## config.mk

```make
export PLATFORM = sky130hd
export DESIGN_NAME = spmq_ctrl
export DESIGN_NICKNAME = d
export VERILOG_FILES = /design/src/rtl/spmq_pkg.sv /design/src/rtl/spmq_ctrl.sv
export SDC_FILE = /design/constraint.sdc
export NUM_CORES = 1
export LEC_CHECK = 0
export CELL_PAD_IN_SITES_DETAIL_PLACEMENT = 1
export CELL_PAD_IN_SITES_GLOBAL_PLACEMENT = 2
export CORE_ASPECT_RATIO = 1.4
export CORE_MARGIN = 8
export CORE_UTILIZATION = 41
export DETAILED_ROUTE_END_ITERATION = 16
export DONT_BUFFER_PORTS = 1
export HOLD_SLACK_MARGIN = 0.15
export PLACE_DENSITY_LB_ADDON = 0.25
export SYNTH_ARGS = -nofsm -noshare
export SYNTH_HDL_FRONTEND = slang
export SYNTH_SLANG_ARGS = --single-unit
```

## constraint.sdc

```tcl
create_clock -name clk -period 5.53 [get_ports clk]
set_input_delay 0.8295 -clock clk [delete_from_list [all_inputs] [get_ports clk]]
set_output_delay 0.8295 -clock clk [all_outputs]
set_load 0.01 [all_outputs]
```

## src/rtl/spmq_pkg.sv

```systemverilog
// ----------------------------------------------------------------------------
// spmq_pkg
// Shared constants, codes and types of the strict-priority multi-queue unit.
// ----------------------------------------------------------------------------
package spmq_pkg;

    localparam int LEVELS      = 3;
    localparam int QUEUE_DEPTH = 128;
    localparam int DATA_WIDTH  = 32;

    localparam int LVL_W  = $clog2(LEVELS);
    localparam int PTR_W  = $clog2(QUEUE_DEPTH);
    localparam int CNT_W  = $clog2(QUEUE_DEPTH + 1);
    localparam int MEM_DEPTH = LEVELS * QUEUE_DEPTH;
    localparam int ADDR_W = $clog2(MEM_DEPTH);

    localparam int REQ_TYPE_W = 1;
    localparam int PRIO_W     = 2;
    localparam int FIELD_W    = 32;
    localparam int STATUS_W   = 2;

    typedef enum logic [REQ_TYPE_W-1:0] {
        REQ_PUSH = 1'b0,
        REQ_POP  = 1'b1
    } req_type_t;

    typedef enum logic [STATUS_W-1:0] {
        STATUS_OK        = 2'd0,
        STATUS_PUSH_DROP = 2'd1,
        STATUS_POP_EMPTY = 2'd2
    } status_t;

    typedef enum logic [1:0] {
        ST_IDLE,
        ST_FETCH,
        ST_HOLD
    } state_t;

    typedef struct packed {
        logic                we;
        logic [ADDR_W-1:0]   addr;
        logic                pop_hit;
        logic [PRIO_W-1:0]   level;
        status_t             status;
    } spmq_op_t;

endpackage

```

## src/rtl/spmq_ctrl.sv

```systemverilog
// ----------------------------------------------------------------------------
// spmq_ctrl
// Per-level head, tail and occupancy registers, priority pick and the
// memory operation for each accepted request.
// ----------------------------------------------------------------------------
module spmq_ctrl (
    input  logic                              clk,
    input  logic                              rst_n,
    input  logic                              accept,
    input  logic [spmq_pkg::REQ_TYPE_W-1:0]   req_type,
    input  logic [spmq_pkg::PRIO_W-1:0]       priority_req,
    output spmq_pkg::spmq_op_t                op
);
    import spmq_pkg::*;

    logic [PTR_W-1:0] head_reg [LEVELS];
    logic [PTR_W-1:0] head_next [LEVELS];
    logic [PTR_W-1:0] tail_reg [LEVELS];
    logic [PTR_W-1:0] tail_next [LEVELS];
    logic [CNT_W-1:0] occ_reg [LEVELS];
    logic [CNT_W-1:0] occ_next [LEVELS];

    logic             hit_found;
    logic [LVL_W-1:0] hit_q;
    logic [LVL_W-1:0] push_q;
    logic             prio_ok;
    logic             push_ok;

    localparam logic [PTR_W-1:0]  LAST_SLOT = PTR_W'(QUEUE_DEPTH - 1);
    localparam logic [CNT_W-1:0]  FULL_CNT  = CNT_W'(QUEUE_DEPTH);
    localparam logic [ADDR_W-1:0] ROW_SIZE  = ADDR_W'(QUEUE_DEPTH);

    always_comb
    begin
        hit_found = 1'b0;
        hit_q     = '0;
        for (int i = 0; i < LEVELS; i++)
        begin
            if (!hit_found && (occ_reg[i] != '0))
            begin
                hit_found = 1'b1;
                hit_q     = LVL_W'(i);
            end
        end
    end

    always_comb
    begin
        push_q  = LVL_W'(priority_req) - LVL_W'(1);
        prio_ok = (priority_req != '0) && (32'(priority_req) <= LEVELS);
        push_ok = prio_ok && (occ_reg[push_q] != FULL_CNT);
    end

    always_comb
    begin
        op = '0;
        if (req_type == REQ_PUSH)
        begin
            op.we     = push_ok;
            op.addr   = ADDR_W'(push_q) * ROW_SIZE + ADDR_W'(tail_reg[push_q]);
            op.status = push_ok ? STATUS_OK : STATUS_PUSH_DROP;
        end
        else
        begin
            op.addr    = ADDR_W'(hit_q) * ROW_SIZE + ADDR_W'(head_reg[hit_q]);
            op.pop_hit = hit_found;
            op.level   = hit_found ? PRIO_W'(32'(hit_q) + 1) : '0;
            op.status  = hit_found ? STATUS_OK : STATUS_POP_EMPTY;
        end
    end

    always_comb
    begin
        head_next = head_reg;
        tail_next = tail_reg;
        occ_next  = occ_reg;
        if (accept)
        begin
            if ((req_type == REQ_PUSH) && push_ok)
            begin
                tail_next[push_q] = (tail_reg[push_q] == LAST_SLOT) ? '0
                                    : tail_reg[push_q] + PTR_W'(1);
                occ_next[push_q]  = occ_reg[push_q] + CNT_W'(1);
            end
            else if ((req_type == REQ_POP) && hit_found)
            begin
                head_next[hit_q] = (head_reg[hit_q] == LAST_SLOT) ? '0
                                   : head_reg[hit_q] + PTR_W'(1);
                occ_next[hit_q]  = occ_reg[hit_q] - CNT_W'(1);
            end
        end
    end

    always_ff @(posedge clk or negedge rst_n)
    begin
        if (!rst_n)
        begin
            for (int i = 0; i < LEVELS; i++)
            begin
                head_reg[i] <= '0;
                tail_reg[i] <= '0;
                occ_reg[i]  <= '0;
            end
        end
        else
        begin
            head_reg <= head_next;
            tail_reg <= tail_next;
            occ_reg  <= occ_next;
        end
    end

endmodule
```

==> metrics.csv, run 1 <==
metric,value,unit
Synth area leaders,"dfrtp_1 (39%), mux2_2 (7.9%), nand2_1 (5.8%)",
CTS H-Tree Depth,3,
gr ovfl total,0,
Routed WL,13.9,mm
Synth Area in Simple Gates,0.176,
vias per inst,6.21,
DRC,0,
Post-synth EDFFs,0,
Post-Syn Instances,443,
Final Util,0.454,
adder-cell share of the synthesized area,0.0265,
Clk pwr share,0.239,
Final min period,4070,ps
Flop pwr share,0.327,
Max-Cap Viols,0,
fraction of layout cells with a size suffix above 1,0.163,
Die Height,137,um
die footprint,13900,um2
Fill cells,1201,
vias in the first global route,3892,
Int Power,0.00139,W
Hold Crit Class,input pin to asynchronous set/reset pin,
multiplexer area fraction after synthesis,0.103,
routability cong.,0.862,
final hold violation count,0,
Pre-Repair DR Iteration Count,4,
Setup crit start kind,input pin,
Comb pwr share,0.434,
WL per Instance,24.0,um
Synth async-reset ratio,1.00,
Critical Setup Path Class,input pin to output port,
CP required,4700,ps
antenna violations before repair,0,
CP max FO,16,
Slew HR,0.448,
CORE AREA,10200,um2
syn_nets,458,
Critical Path End Type,output port,
Peak Freq,245,MHz
largest net degree at the start of global routing,67,
most frequent cells in the layout,"nand2_1 (66), dfrtp_1 (66), mux2_2 (30), o21ai_0 (21), a22oi_1 (17)",
CTS tree,yes,
cts repair resizes,0,
TritonCTS Sinks,66,
post-route clock skew,5.62,ps
switching share of total power,0.443,
fin crit share,0.737,
global-route usage over all layers,0.213,
compound-gate portion of the synthesized area,0.224,
"flops & latches, synth",66,
Post-CTS Hold Buffers,0,
cell taking the most area after synthesis,dfrtp_1,
Inserted Clock Buffers,9,
hpwl dp,10.3,mm
Slew @ Worst Pin,826,ps
worst-skew pair later-pin latency,340,ps
post-synthesis instance area,4250,um2
setup_tns,0,ps
first-pass GRT wire length,22.4,mm
Sw Pwr,0.00110,W
arrival time at the worst endpoint,3250,ps
Final Max Tran Viols,0,
Clock Tree Buf Depth,2,
leakage power,1.96,nW
status,"finished, final reports clean",
final net count,452,
mean post-synth cell area,9.60,um2
post-synth cell types,65,
die width,102,um
Hold Slack,187,ps
synth warn,0,
clk root buf,clkbuf_16,
Clock transition at path regs,60,ps
top_reg_cell synth,dfrtp_1,
setup bufs post-CTS,0,
layout overhead on the synthesized area,9.26,%
max FFs per register,24,
final setup violation count,0,
DR vias,3604,
Site Rows,44,
first-iteration detailed-routing DRC count,182,
VDD IR max,0.205,mV
"Seq/Total Area, Yosys",0.388,
antenna cells,0,
Synth top area share,0.388,
count of port buffers added during placement,0,
Routed Antenna Nets,0,
XOR/XNOR Fraction of Synth Area,0.0412,
total power,0.00249,W
Initial Util,0.415,
unrepaired setup endpoints after global routing,no,
IO Pins,21,
Cell Pwr Density,535,nW/um2
main combinational cell family by area after synthesis,compound AO/OA/AOI/OAI gates,
==> cells in the mapped netlist, types with 2 or more instances <==
library cell / instances
dfrtp_1: 66
nand2_1: 66
mux2_2: 30
o21ai_0: 21
a22oi_1: 17
nor2_1: 16
inv_1: 15
nor3_1: 14
a31oi_1: 13
xnor2_1: 13
o2bb2ai_1: 12
o31ai_1: 12
mux2i_1: 10
nand3_1: 10
a21oi_1: 9
ha_1: 9
and3_1: 8
xor2_1: 7
buf_2: 6
clkbuf_1: 6
and4_1: 5
and2_1: 4
nor4_2: 4
o21bai_1: 4
o22ai_1: 4
buf_1: 3
buf_6: 3
nand2_2: 3
nor4_1: 3
o211ai_1: 3
o21ai_1: 3
a221o_1: 2
a221o_2: 2
a22o_1: 2
a22o_2: 2
buf_4: 2
nor3b_1: 2
o21a_1: 2
o221ai_1: 2
o22a_1: 2
or4_1: 2
==> final cells by class <==
type                       count  area (um2)  share of cell area
clock inverter                 6        72.6              0.0156
multi-input combinational    341        2430               0.523
inverter                      16        60.1              0.0129
clock buffer                  10         239              0.0514
tap                          138         173              0.0371
timing repair buffer           3        22.5             0.00485
sequential                    66        1650               0.355
==> layer usage <==
metal,global-route usage,wire (um)
met5,0,0
met2,0.349,6880
met1,0.254,5720
met3,0.0438,691
met4,0.115,596
==> cell families after synthesis <==
| logic type | count (synthesis) |
|---|---|
| buffers and inverters | 36 |
| AO/OA/AOI/OAI | 125 |
| flip-flops | 66 |
| multiplexers | 40 |
| AND/OR/NAND/NOR | 147 |
| adder cells (fa/ha/maj) | 9 |
| XOR/XNOR | 20 |
==> path summary, 6_finish.rpt <==
kind / from / to / slack (ps) / cells past startpoint
max reg2reg: occ_reg[16] / head_reg[17] / 1810 / 9
max in group asynchronous: rst_n / occ_reg[17] / 5210 / 0
min in group clk: head_reg[0] / head_reg[0] / 470 / 2
max: priority_req[0] / op[0] / 1460 / 9
min: rst_n / head_reg[9] / 190 / 0
min reg2reg: head_reg[0] / head_reg[0] / 470 / 2
==> through the flow <==
stage | cells | worst slack [ps] | cell area, um2
after global placement | 564 | 1430 | 4340
final | 580 | 1460 | 4650
after CTS | 580 | 1450 | 4650
after floorplan | 443 | 1140 | 4250
after detailed placement | 564 | 1300 | 4340
after global routing | 580 | 1230 | 4650
==> power groups by stage <==
stage | clock network (W) | logic, W | registers (W)
floorplan | 0 | 0.000807 | 0.000728
global placement | 0 | 0.00106 | 0.000815
detailed placement | 0 | 0.00107 | 0.000818
CTS | 0.000606 | 0.00108 | 0.000810
global route | 0.000621 | 0.00119 | 0.000829
finish | 0.000595 | 0.00108 | 0.000814
==> worst max-delay path, stage by stage <==
cell	delay [ps]
clkinv_1	210
ha_1	380
buf_4	270
mux2_2	370
a22oi_1	320
ha_1	230
and4b_1	280
a21oi_1	140
nor2_1	220
Note: power is estimated with default switching activity, not from simulation.
==> run 2: changes to the inputs <==
--- a/config.mk
+++ b/config.mk
@@ -9,7 +9,7 @@
 export CELL_PAD_IN_SITES_GLOBAL_PLACEMENT = 2
 export CORE_ASPECT_RATIO = 1.4
 export CORE_MARGIN = 8
-export CORE_UTILIZATION = 41
+export CORE_UTILIZATION = 37
 export DETAILED_ROUTE_END_ITERATION = 16
 export DONT_BUFFER_PORTS = 1
 export HOLD_SLACK_MARGIN = 0.15
==> constraint.sdc (replaced) <==
create_clock -name clk -period 3.7 [get_ports clk]
set_input_delay 0.555 -clock clk [delete_from_list [all_inputs] [get_ports clk]]
set_output_delay 0.555 -clock clk [all_outputs]
set_load 0.01 [all_outputs]
==> metrics.csv, run 2 (same netlist as run 1, synthesis figures left out) <==
metric,value,unit,change
Critical Path End Type,output port,,
Peak Freq,285,MHz,
TritonCTS Sinks,66,,unchanged
Fill cells,1310,,+9.1%
Hold Crit Class,input pin to flop,,
r2r endpoint,occ_reg[12],,
Worst R2R Setup Slack,380,ps,-1430 ps
cell mode on critical path,ha_1,,
gr ovfl total,0,,unchanged
Slew HR,0.515,,+0.0667
Critical Setup Path Class,input pin to output port,,
status,"finished, final reports clean",,
layout overhead on the synthesized area,15.1,%,
worst-skew pair later-pin latency,340,ps,about the same
Cell Pwr Density,831,nW/um2,+55%
Hold Path Depth,2,,
antenna cells,0,,unchanged
Hold Slack,350,ps,+163 ps
Crit-path slowest cell,ha_1,,
grt peak-use layer,met2,,
Hold Startpoint,accept,,
cell family with most CP delay,adder cells,,
fin crit share,0.949,,
DR vias,3831,,+6.3%
Slew @ Worst Pin,726,ps,-99.8 ps
footprint of the multi-input gates,2440,um2,+0.36%
die footprint,15200,um2,+9.3%
Site Rows,46,,+4.5%
RR Startpoint,occ_reg[17],,
final setup violation count,0,,unchanged
clk root buf,clkbuf_16,,
hpwl dp,11.3,mm,+9.4%
CTS H-Tree Depth,3,,unchanged
Seq. cell area,1650,um2,unchanged
Worst Hold End,occ_reg[4],,
die width,107,um,+4.4%
count of port buffers added during placement,0,,unchanged
Max-Cap Viols,0,,unchanged
"critical path, cell by cell",inv_1 > ha_1 > and2b_1 > a22oi_1 > ha_1 > and4b_1 > a211oi_4 > buf_4,,
max FFs per register,24,,unchanged
routability cong.,0.935,,+8.5%
crit-path max cell delay,520,ps,+140 ps
GR Util met3,0.0447,,+0.000867
VDD IR max,0.355,mV,+73%
final net count,476,,+5.3%
worst path bufs/invs,2,,unchanged
global-route usage over all layers,0.205,,-0.00743
WL per Instance,24.9,um,+3.9%
leakage power,2.10,nW,+7.2%
DRC,0,,unchanged
final cell count without fillers,609,,+5.0%
met1 Use GR,0.233,,-0.0209
Die Height,143,um,+4.6%
Final Max Tran Viols,0,,unchanged
Inserted Clock Buffers,9,,unchanged
Setup crit start kind,input pin,,
worst r2r path cells,10,,+1
Routed Antenna Nets,0,,unchanged
vias per inst,6.29,,+1.2%
GRT met2 Usage,0.345,,-0.00386
final hold violation count,0,,unchanged
largest net degree at the start of global routing,67,,unchanged
IO Pins,21,,unchanged
post-route clock skew,9.66,ps,+4.04 ps
Routed WL,15.2,mm,+9.1%
arrival time at the worst endpoint,2960,ps,-290 ps
most frequent cells in the layout,"nand2_1 (66), dfrtp_1 (66), mux2_2 (30), buf_4 (25), o21ai_0 (21)",,
placed cells,592,,+5.0%
vias in the first global route,4139,,+6.3%
first-pass GRT wire length,23.9,mm,+6.6%
Pre-Repair DR Iteration Count,5,,+1
CP required,3140,ps,-1560 ps
CP max FO,13,,-3
first-iteration detailed-routing DRC count,206,,+13%
antenna violations before repair,0,,unchanged
Clock Tree Buf Depth,2,,unchanged
Initial Util,0.377,,-0.0383
Final min period,3510,ps,
CORE AREA,11300,um2,+10%
unrepaired setup endpoints after global routing,no,,
fraction of layout cells with a size suffix above 1,0.204,,+0.0414
setup_tns,0,ps,unchanged
Clock transition at path regs,60,ps,about the same
CTS tree,yes,,
## run 2: layer usage
layer | vias to the layer above | wire [um]
met5 | - | 0
met4 | 0 | 728
met3 | 56 | 900
met2 | 169 | 7610
met1 | 1920 | 5920
li1 | 1686 | -
## run 2: layout make-up
type | count | area share
Clock buffer | 9 | 0.0460
Clock inverter | 6 | 0.0235
Inverter | 16 | 0.0125
Multi-Input combinational cell | 341 | 0.498
Sequential cell | 66 | 0.337
Tap cell | 144 | 0.0368
Timing Repair Buffer | 27 | 0.0460
## run 2: power by group
part | switching (W) | total (W) | internal, W
Clock | 0.000340 | 0.000998 | 0.000658
Sequential | 0.000266 | 0.00120 | 0.000930
Combinational | 0.00116 | 0.00188 | 0.000716
Total | 0.00177 | 0.00407 | 0.00230
## run 2: worst max-delay path by stage
| stage | cells past startpoint | slack [ps] | from | end |
|---|---|---|---|---|
| floorplan | 14 | 70 | priority_req[0] | tail_reg[10] |
| global placement | 9 | 190 | priority_req[1] | tail_reg[17] |
| detailed placement | 9 | 90 | priority_req[1] | tail_reg[17] |
| CTS | 10 | 190 | occ_reg[17] | occ_reg[14] |
| global route | 8 | 80 | priority_req[1] | op[14] |
| finish | 8 | 190 | priority_req[1] | op[14] |
## run 2: stage by stage
stage / util / instance area [um2] / worst slack [ps] / total power (W)
2_1_floorplan: - / 4260 / 67.7 / 0.00229
3_3_place_gp: 0.400 / 4510 / 194 / 0.00300
3_5_place_dp: 0.400 / 4510 / 93.0 / 0.00301
4_1_cts: 0.433 / 4890 / 192 / 0.00404
5_1_grt: 0.434 / 4900 / 75.2 / 0.00426
6_report: 0.434 / 4900 / 187 / 0.00407
## run 2: worst reg2reg max path: cells and delay by family (launching register included)
kind	cells	cell delay (ps)
AOI/OAI and AO/OA	3	930
DFF	1	470
muxes	1	300
adders and majority gates	1	210
and+or+nand+nor	3	1010
buffers and inverters	2	250
## run 2: repair_timing
| action | 4_1_cts | 5_1_grt |
|---|---|---|
| resized for setup | 0 | 1 |
| hold buffers | 2 | 0 |
| setup buffers | 0 | 0 |
| hold endpoints to repair | 66 | 0 |
| endpoints found under the setup margin | 0 | 1 |
==> run 3: changes to the inputs <==
--- a/config.mk
+++ b/config.mk
@@ -13,7 +13,7 @@
 export DETAILED_ROUTE_END_ITERATION = 16
 export DONT_BUFFER_PORTS = 1
 export HOLD_SLACK_MARGIN = 0.15
-export PLACE_DENSITY_LB_ADDON = 0.25
+export PLACE_DENSITY = 0.74
 export SYNTH_ARGS = -nofsm -noshare
 export SYNTH_HDL_FRONTEND = slang
 export SYNTH_SLANG_ARGS = --single-unit
==> metrics.csv, run 3 (same netlist as run 1, synthesis figures left out) <==
metric,value,unit,change
crit-path max cell delay,570,ps,+50 ps
CP max FO,10,,-3
layout overhead on the synthesized area,13.8,%,
largest net degree at the start of global routing,67,,unchanged
Pre-Repair DR Iteration Count,4,,-1
final net count,476,,unchanged
worst-skew pair later-pin latency,340,ps,about the same
Final min period,3510,ps,-4.68 ps
vias per inst,6.09,,-3.2%
Slew @ Worst Pin,745,ps,+18.9 ps
final hold violation count,0,,unchanged
global-route usage over all layers,0.204,,-0.00131
die width,107,um,unchanged
Cell Pwr Density,803,nW/um2,-3.3%
CORE AREA,11300,um2,unchanged
VDD IR max,0.284,mV,-20%
cell family with most CP delay,simple AND/OR/NAND/NOR gates,,
arrival time at the worst endpoint,2950,ps,about the same
Max-Cap Viols,0,,unchanged
Hold Crit Class,input pin to flop,,
Site Rows,46,,unchanged
post-route cell area,4840,um2,-1.1%
Clock Tree Buf Depth,2,,unchanged
leakage power,2.06,nW,-1.7%
routability cong.,0.930,,-0.60%
die footprint,15200,um2,unchanged
Worst R2R Setup Slack,370,ps,about the same
first-pass GRT wire length,23.6,mm,-1.5%
vias in the first global route,4099,,-0.97%
status,"finished, final reports clean",,
antenna violations before repair,0,,unchanged
dpl ws,198,ps,+105 ps
worst r2r path cells,10,,unchanged
cell depth of the worst setup path,6,,-2
clk root buf,clkbuf_16,,
CTS tree,yes,,
first-iteration detailed-routing DRC count,163,,-21%
Routed WL,14.9,mm,-1.7%
RR Startpoint,occ_reg[8],,
count of port buffers added during placement,0,,unchanged
CTS H-Tree Depth,3,,unchanged
Hold Startpoint,accept,,
Final Max Tran Viols,0,,unchanged
final setup violation count,0,,unchanged
Worst Setup EP,op[11],,
TritonCTS Sinks,66,,unchanged
Clock transition at path regs,60,ps,about the same
max FFs per register,24,,unchanged
Fill cells,1363,,+4.0%
Slew HR,0.502,,-0.0127
Final WS setup,192,ps,+4.68 ps
"critical path, cell by cell",or4_1 > nor2_1 > buf_4 > a21oi_2 > o21ai_1 > a21oi_1,,
Inserted Clock Buffers,9,,unchanged
hpwl dp,11.3,mm,about the same
Die Height,143,um,unchanged
most frequent cells in the layout,"nand2_1 (66), dfrtp_1 (66), mux2_2 (30), buf_4 (25), o21ai_0 (21)",,
Setup crit start kind,flop,,
setup bufs post-CTS,0,,unchanged
setup_tns,0,ps,unchanged
CP required,3140,ps,about the same
unrepaired setup endpoints after global routing,no,,
Routed Antenna Nets,0,,unchanged
antenna cells,0,,unchanged
fraction of layout cells with a size suffix above 1,0.204,,unchanged
DP Area,4510,um2,unchanged
WL per Instance,24.5,um,-1.7%
post-route clock skew,5.74,ps,-3.92 ps
DRC,0,,unchanged
r2r endpoint,head_reg[12],,
gr ovfl total,0,,unchanged
fin crit share,0.948,,-0.00127
DR vias,3709,,-3.2%
Crit. Startpoint,occ_reg[8],,
Initial Util,0.377,,unchanged
worst path bufs/invs,1,,-1
IO Pins,21,,unchanged
Critical Path End Type,output port,,
Crit-path slowest cell,or4_1,,
Critical Setup Path Class,flop to output port,,
Peak Freq,285,MHz,+0.13%
[run 3: power by group]
| group | switching (W) | internal [W] |
|---|---|---|
| Sequential | 0.000268 | 0.000929 |
| Clock | 0.000354 | 0.000519 |
| Combinational | 0.00111 | 0.000706 |
| Total | 0.00173 | 0.00215 |
[run 3: what timing repair did]
item	CTS	global route
resized for setup	0	0
hold buffers	2	0
endpoints found under the setup margin	0	0
hold endpoints to repair	66	0
[run 3: metal layers]
metal / routed length, um / up-vias / GRT usage
met2: 7560 / 114 / 0.348
met3: 656 / 48 / 0.0478
li1: - / 1686 / -
met1: 5930 / 1861 / 0.221
met5: 0 / - / 0
met4: 748 / 0 / 0.132
[run 3: worst min path at each step]
stage / endpoint / slack [ps] / depth (start not counted)
after floorplan: head_reg[0] / 260 / 0
after global placement: occ_reg[17] / 260 / 0
after detailed placement: occ_reg[18] / 260 / 0
after CTS: occ_reg[4] / 360 / 2
after global routing: occ_reg[4] / 370 / 2
final: occ_reg[4] / 360 / 2
[run 3: layout make-up]
type	count	area [um2]	share of cell area
Timing Repair Buffer	27	225	0.0465
Sequential cell	66	1650	0.341
Multi-Input combinational cell	341	2430	0.502
Clock buffer	9	225	0.0465
Inverter	16	61.3	0.0127
Tap cell	144	180	0.0372
Clock inverter	6	68.8	0.0142
[run 3: metrics by stage]
stage,power [W],hold slack (ps),utilization,std cells
floorplan,0.00229,259,-,443
global placement,0.00296,263,0.400,592
detailed placement,0.00299,263,0.400,592
CTS,0.00389,356,0.429,609
global route,0.00407,367,0.429,609
finish,0.00389,364,0.429,609
[run 3: worst register-to-register path, stage by stage (launching register included)]
cell	delay (ps)
dfrtp_1	480
or4_1	580
nor2_1	420
buf_4	300
a21oi_2	180
o22a_1	310
ha_1	270
o221a_2	160
nand4_2	140
o22ai_1	140
o31ai_1	260
